## config.mk

```make
export PLATFORM = sky130hd
export DESIGN_NAME = ubde_out_fifo
export DESIGN_NICKNAME = d
export VERILOG_FILES = /design/src/hw/rtl/ubde_pkg.sv /design/src/hw/rtl/ubde_out_fifo.sv
export SDC_FILE = /design/constraint.sdc
export NUM_CORES = 2
export LEC_CHECK = 0
export BUFFER_PORTS_ARGS = -buffer_cell sky130_fd_sc_hd__buf_4
export CAP_MARGIN = 20
export CORE_ASPECT_RATIO = 0.5
export CORE_MARGIN = 3
export CORE_UTILIZATION = 50
export DETAILED_ROUTE_END_ITERATION = 10
export PLACE_DENSITY = 0.65
export SLEW_MARGIN = 5
export SYNTH_ARGS = -nofsm -noshare
export SYNTH_HDL_FRONTEND = slang
export SYNTH_SLANG_ARGS = --single-unit
```

## constraint.sdc

```tcl
create_clock -name clk_i -period 9.8 [get_ports clk_i]
set_input_delay 0.98 -clock clk_i [delete_from_list [all_inputs] [get_ports clk_i]]
set_output_delay 0.98 -clock clk_i [all_outputs]
set_load 0.03 [all_outputs]
```

## src/hw/rtl/ubde_pkg.sv

```systemverilog
// Shared types, constants and the fraction code lookup of the baud divisor encoder.
// No dependencies; used by every module of the block.
package ubde_pkg;

  // Field widths.
  localparam int unsigned ReqW  = 24;
  localparam int unsigned RefW  = 28;
  localparam int unsigned BaseW = 24;
  localparam int unsigned DivW  = 28;
  localparam int unsigned ValW  = 16;
  localparam int unsigned IntW  = 14;
  localparam int unsigned CodeW = 3;

  // The base clock is the reference clock over sixteen.
  localparam int unsigned PreShift = 4;

  // Division by three: floor(2^26 / 3), then one correction step.
  localparam int unsigned ThirdShift = 26;
  localparam int unsigned ProdW      = 2 * (BaseW + 1);
  localparam int unsigned RemW       = BaseW + 2;
  localparam logic [BaseW:0] Recip3  = 25'd22369621;
  localparam int unsigned DivThree   = 3;

  // Reset values of the configuration registers.
  localparam logic [RefW-1:0] RefClkReset = 28'd48000000;

  typedef enum logic [1:0] {
    StOk       = 2'd0,
    StUnsup    = 2'd1,
    StZeroRate = 2'd2
  } status_e;

  typedef enum logic {
    CfgRefClk  = 1'b0,
    CfgChipSup = 1'b1
  } cfg_reg_e;

  // Sideband that travels with an item through both dividers.
  typedef struct packed {
    status_e            status;
    logic [ReqW-1:0]    req;
    logic [BaseW-1:0]   base;
    logic [BaseW-1:0]   two_thirds;
    logic [DivW-1:0]    ratio;
  } side_t;

  // One finished result.
  typedef struct packed {
    status_e            status;
    logic [ReqW-1:0]    achieved;
    logic [ValW-1:0]    value;
    logic               index;
  } res_t;

  // Maps the eighths of the ratio onto the chip's fraction code.
  function automatic logic [CodeW-1:0] frac_code(input logic [CodeW-1:0] sel);
    logic [CodeW-1:0] code;
    unique case (sel)
      3'd0:    code = 3'd0;
      3'd1:    code = 3'd3;
      3'd2:    code = 3'd2;
      3'd3:    code = 3'd4;
      3'd4:    code = 3'd1;
      3'd5:    code = 3'd5;
      3'd6:    code = 3'd6;
      default: code = 3'd7;
    endcase
    return code;
  endfunction

endpackage

```

## src/hw/rtl/ubde_out_fifo.sv

```systemverilog
// Result queue in front of the output register; absorbs the pipeline while stalled.
// Depends on ubde_pkg for the result type.
module ubde_out_fifo #(
  parameter int unsigned FifoDepth = 64
) (
  input  logic            clk_i,
  input  logic            rst_ni,
  input  logic            wr_valid_i,
  input  ubde_pkg::res_t  wr_data_i,
  output logic            out_valid_o,
  input  logic            out_stall_i,
  output ubde_pkg::res_t  out_data_o
);
  import ubde_pkg::*;

  localparam int unsigned PtrW  = $clog2(FifoDepth);
  localparam int unsigned FillW = $clog2(FifoDepth + 1);

  res_t             mem [FifoDepth];
  logic [PtrW-1:0]  wr_ptr_q, wr_ptr_d;
  logic [PtrW-1:0]  rd_ptr_q, rd_ptr_d;
  logic [FillW-1:0] fill_q, fill_d;
  logic             out_valid_q, out_valid_d;
  res_t             out_data_q;
  logic             pop;

  // Move the oldest entry into the output register whenever it is free.
  assign pop = (fill_q != '0) && (!out_valid_q || !out_stall_i);

  always_comb begin
    wr_ptr_d = wr_ptr_q;
    rd_ptr_d = rd_ptr_q;
    if (wr_valid_i) begin
      wr_ptr_d = (wr_ptr_q == PtrW'(FifoDepth - 1)) ? '0 : wr_ptr_q + 1'b1;
    end
    if (pop) begin
      rd_ptr_d = (rd_ptr_q == PtrW'(FifoDepth - 1)) ? '0 : rd_ptr_q + 1'b1;
    end
    fill_d = fill_q + FillW'(wr_valid_i) - FillW'(pop);
    if (pop) begin
      out_valid_d = 1'b1;
    end else if (out_stall_i) begin
      out_valid_d = out_valid_q;
    end else begin
      out_valid_d = 1'b0;
    end
  end

  always_ff @(posedge clk_i or negedge rst_ni) begin
    if (!rst_ni) begin
      wr_ptr_q    <= '0;
      rd_ptr_q    <= '0;
      fill_q      <= '0;
      out_valid_q <= 1'b0;
    end else begin
      wr_ptr_q    <= wr_ptr_d;
      rd_ptr_q    <= rd_ptr_d;
      fill_q      <= fill_d;
      out_valid_q <= out_valid_d;
    end
  end

  // Storage write and registered read.
  always_ff @(posedge clk_i) begin
    if (wr_valid_i) begin
      mem[wr_ptr_q] <= wr_data_i;
    end
  end

  always_ff @(posedge clk_i) begin
    if (pop) begin
      out_data_q <= mem[rd_ptr_q];
    end
  end

  assign out_valid_o = out_valid_q;
  assign out_data_o  = out_data_q;

endmodule

```

Word level (Yosys, flattened, before mapping)
Memory sizes are Yosys's and may differ from the RTL's. A register that Yosys moved wholly into a read port is not among the register bits.
Cells that the tools add are included.
W data, S select, Z words.
Cells by class
  mux-type cells: 6
  bitwise logic cells: 0
  shift operators: 0
  add/subtract/negate cells: 4
  magnitude comparators: 0
  multipliers: 0
  eq/ne operators: 3
  divide/modulo/power cells: 0
  reduce and logical (&&, ||, !) cells: 5
Operators by type and width (count)
  $add A6 B1 Y6 const B: 2
  $eq A6 B6 Y1 const B: 2
  $mux W6: 2
  $add A7 B1 Y7: 1
  $reduce_bool A7 Y1: 1
  $sub A7 B1 Y7: 1
  $mux W1: 4
  $logic_not A1 Y1: 2
  $ne A2 B1 Y1 const B: 1
  $logic_and A1 B1 Y1: 1
  $logic_or A1 B1 Y1: 1
Storage, ports and cells
  input bits: 47
  bits in latches: 0
  memories kept: 1
  register bits: 20
  ROM bits: 0
  word-level logic and storage cells: 23
  output and inout port bits: 44
  memory bits (writable): 2752
Memories
  mem: depth 64, bits a word 43, read ports 1, clocked after Yosys merged registers in 1, write ports 1, line ubde_out_fifo.sv:19  | res_t mem [FifoDepth];

Longest topological paths before layout
  depth after elaboration: 4
  mapped depth: 15
  gate-level depth less buffers: 15

Least setup slack after synthesis
No wires, ideal clock.
  path type: input-to-reg
  start: input out_stall_i
  end: register fill_q[6]
  library setup time: 125 ps
  stages: 12
  path slack: 4231 ps
  path buffers: 0
  data required time: 9675 ps
  data arrival time: 5444 ps
  cells stage by stage: a32oi_1 ha_1 inv_1 ha_1 inv_1 fa_1 nand2b_1 a21oi_1 o21ai_0 a21oi_1 nor2_1 xnor2_1
Between the ends
  word-level cells in the longest chain between the ends: 4
Ends and longest elaborated chain
  start: declaration: line ubde_out_fifo.sv:11  | input logic out_stall_i,
  $logic_not A1 Y1: line ubde_out_fifo.sv:28  | assign pop = (fill_q != '0) && (!out_valid_q || !out_stall_i);
  $logic_or A1 B1 Y1: line ubde_out_fifo.sv:28
  $logic_and A1 B1 Y1: line ubde_out_fifo.sv:28
  $sub A7 B1 Y7: line ubde_out_fifo.sv:39  | fill_d = fill_q + FillW'(wr_valid_i) - FillW'(pop);
  via fill_d[6]: line ubde_out_fifo.sv:22  | logic [FillW-1:0] fill_q, fill_d;
  end signal: assignment: line ubde_out_fifo.sv:58  | fill_q <= fill_d;
  end: declaration: line ubde_out_fifo.sv:22
The timed path passes the listed nets, and every way through them passes these cells.
A chain may end at the register's enable or synchronous reset.

==> impl_summary.log <==
INFO  metric startpoint = rd_ptr_q[0]
INFO  metric finalWeightedCongestion = 0.816
INFO  metric row_count = 119
INFO  metric finalClockSkew = 0.0562 ns
INFO  metric routed_via_density = 6.65
INFO  metric htree_num_levels = 4
INFO  metric nNetsFinal = 5019
INFO  metric synth_top_area_cell = edfxtp_1
INFO  metric drc_violations_left = 0
INFO  metric timing.final.ws_setup = 4.92 ns
INFO  metric fmax = 205 MHz
INFO  metric maximum_number_of_pins_on_one_net_before_global_route_repair = 138
INFO  metric floorplan.die.width = 662 um
INFO  metric fp.dieArea = 221000 um^2
INFO  metric cts-root-buf = clkbuf_16
INFO  metric clk_path_buf_depth = 4
INFO  metric timing.final.crit_share = 49.8%
INFO  metric seq_area_frac_synth = 78.6%
INFO  metric slew_at_the_pin_closest_to_its_max_slew_limit = 1.22 ns
INFO  metric chipHeight = 334 um
INFO  metric postSynthNetCount = 4823
INFO  metric synth-async-reset-ratio = 0.710%
INFO  metric r2r_setup_slack = 4.92 ns
INFO  metric timing.final.max_slew_violations = 0
INFO  metric regToRegEndpoint = out_data_o[25]
INFO  metric cts-hold-fix-buffers = 0
INFO  metric cts.sinks = 2815
INFO  metric netlist.area_leader.share = 78.1%
INFO  metric yosys.cell_types.count = 46
INFO  metric cts.clk_slew.worst_paths = 0.07 ns
INFO  metric starting_density_of_the_core = 50.7%
INFO  metric post-cts-setup-buffers = 0
INFO  metric power_density = 264 nW/um^2
INFO  metric synthToLayoutAreaGrowth = 11.3%
INFO  metric grt_use_total = 26.6%
INFO  metric insertion_delay = 0.88 ns
INFO  metric placement.setup.worst_slack = 4.86 ns
INFO  metric synth_edf_count = 2795
INFO  metric syn_area = 107000 um^2
INFO  metric maxCapViolations = 0
INFO  metric detailed_place_hpwl = 156 mm
INFO  metric critical_path.endpoint_type = flop
INFO  metric holdCritPathClass = input port to asynchronous set/reset pin
INFO  metric drt-total-wl = 293 mm
INFO  metric ys.flop_type = edfxtp_1
INFO  metric critical_path_class = flop to flop
INFO  metric grt.overflow.total = 0
INFO  metric route.antenna.remaining_nets = 0
INFO  metric cp.arrival = 5.50 ns
INFO  metric timing.slew.headroom = 18.6%
INFO  metric yosysWarnings = 0
INFO  metric layout_min_cycle_time = 4.88 ns
INFO  metric synth.area.top_cells = edfxtp_1, mux4_2, mux2i_1, o22ai_1, mux2_2
INFO  metric layout-drive-gt1-share = 25.6%
INFO  metric hold_violations = 0
INFO  metric cts_tree = done
INFO  metric floorplan.io_pins = 91
INFO  metric worstPathRequired = 10.41 ns
INFO  metric synthCells = 4764
INFO  metric place.port_buffers = 90
INFO  metric worst_ir_drop_vdd = 0.000240 V
INFO  metric synth_area_per_cell = 22.6 um^2
INFO  metric run_status = completed
INFO  metric rsz0062_at_grt = false
INFO  metric fillers = 15300
INFO  metric leakage = 37.3 nW
INFO  metric critPathMaxFanout = 48
INFO  metric standard_cell_core_area = 212000 um^2
INFO  metric worstRegToRegCells = 7
INFO  metric drt-wirelength-per-cell = 36.6 um
INFO  metric via_count = 53200
INFO  metric grt_pass1_vias = 52500
INFO  metric grt_first_pass_wirelength = 410 mm
INFO  metric dr.pass1.iters = 7
INFO  metric fin_setup_tns = 0 ns
INFO  metric detailedRoute.firstIterationViolations = 8372
INFO  metric critical_path_launch_point_type = flop
INFO  metric cts_buffers = 242
INFO  metric antenna_violations_before_repair = 7
INFO  metric timing.final.setup_violations = 0
INFO  metric yosys_register_bits = 2815
INFO  metric post-route-util = 56.4%
INFO  metric r2r_start = rd_ptr_q[0]
INFO  metric post_cts_resized = 0
==> area by class of cell <==
cell class              count  area (um^2)  area share, %
clock inverters           137         1210           1.02
diodes                      2         5.00        0.00418
inverters                  15         57.6         0.0481
multi-input cells        1657        22000           18.4
flip-flops and latches   2815        84500           70.6
clock buffers             304         6430           5.38
repair buffers            229         1970           1.64
well taps                2843         3560           2.97
==> cells in the mapped netlist (17+ instances only) <==
library cell  number
nor3_1            47
mux4_2           600
o21ai_0           23
o221ai_1          43
a21oi_1           78
buf_4             39
edfxtp_1        2795
a22oi_1           29
nor2b_1           34
dfrtp_1           20
clkbuf_1          84
buf_6             26
mux2_2            70
mux2i_1          245
nand2_1           52
nor2_1            87
buf_1             25
buf_2            100
a211oi_1          72
a211o_1           17
o22ai_1          141
==> metal layers <==
| layer | wire length, um | vias to the layer above | GRT usage [%] |
|---|---|---|---|
| met2 | 133000 | 3419 | 39.8 |
| met4 | 8970 | 0 | 7.55 |
| li1 | - | 20700 | - |
| met5 | 0 | - | 0 |
| met3 | 34200 | 485 | 5.64 |
| met1 | 116000 | 28600 | 39.9 |
==> state kept, by name, summed over array words and instances, names as in the netlist <==
register	cells
out_data_o	43
mem	2752
fill_q	7
rd_ptr_q	6
out_valid_o	1
wr_ptr_q	6
==> power by group <==
group	switching [W]	total (W)	internal [W]	leakage (nW)
registers	0.000483	0.0143	0.0138	25.4
clock network	0.00424	0.00943	0.00519	3.74
logic	0.00462	0.00783	0.00321	8.12
total	0.00934	0.0316	0.0222	37.3
==> how the worst max path moves through the flow <==
stage,end
floorplan,fill_q[6]
global placement,out_data_o[25]
detailed placement,out_data_o[25]
CTS,out_data_o[25]
global route,out_data_o[7]
finish,out_data_o[25]
==> worst max-delay path, cell delays in order, from the launching register on <==
cell      delay (ns)
dfrtp_4         0.85
buf_4           0.66
buf_4           0.73
buf_4           0.89
mux4_2          0.61
a21oi_1         0.21
a211oi_1        0.16
or3_1           0.43
==> cell usage in the layout (no fill, tap or decap), types with 9 or more instances in the layout <==
| master | n |
|---|---|
| a211oi_1 | 72 |
| buf_4 | 211 |
| mux4_2 | 600 |
| a221oi_1 | 14 |
| a21oi_1 | 78 |
| nor2b_1 | 33 |
| a31oi_1 | 16 |
| a22oi_1 | 29 |
| bufinv_16 | 21 |
| or3_1 | 13 |
| mux2_2 | 70 |
| ha_1 | 11 |
| nor3_1 | 43 |
| o22ai_1 | 141 |
| o221ai_1 | 43 |
| clkbuf_16 | 245 |
| inv_1 | 14 |
| nand3_1 | 9 |
| mux2i_1 | 245 |
| o21ai_0 | 23 |
| buf_12 | 15 |
| clkinv_1 | 61 |
| edfxtp_1 | 2795 |
| nor2_1 | 23 |
| a211o_1 | 17 |
| clkbuf_1 | 51 |
| nand2_1 | 49 |
| nor2_4 | 62 |
| clkinv_2 | 41 |
| dfrtp_1 | 14 |
==> kinds of logic after synthesis <==
kind of cell             count (synthesis)  synth area share, %
adder cells (fa/ha/maj)                 12                0.147
multiplexers                           919                 15.7
flip-flops                            2815                 78.6
AO/OA/AOI/OAI                          451                 2.88
buffers and inverters                  292                 1.49
AND/OR/NAND/NOR                        264                 1.15
XOR/XNOR                                11               0.0896
==> stage by stage <==
step,hold WS [ns],total power (W),instances,instance area [um^2]
floorplan,0.478,0.0197,4764,107000
global placement,0.532,0.0222,7549,112000
detailed placement,0.549,0.0224,7557,112000
CTS,0.0123,0.0316,7998,120000
global route,0.0318,0.0325,8000,120000
finish,0.0528,0.0316,8002,120000
Note: power is estimated with default switching activity, not from simulation.
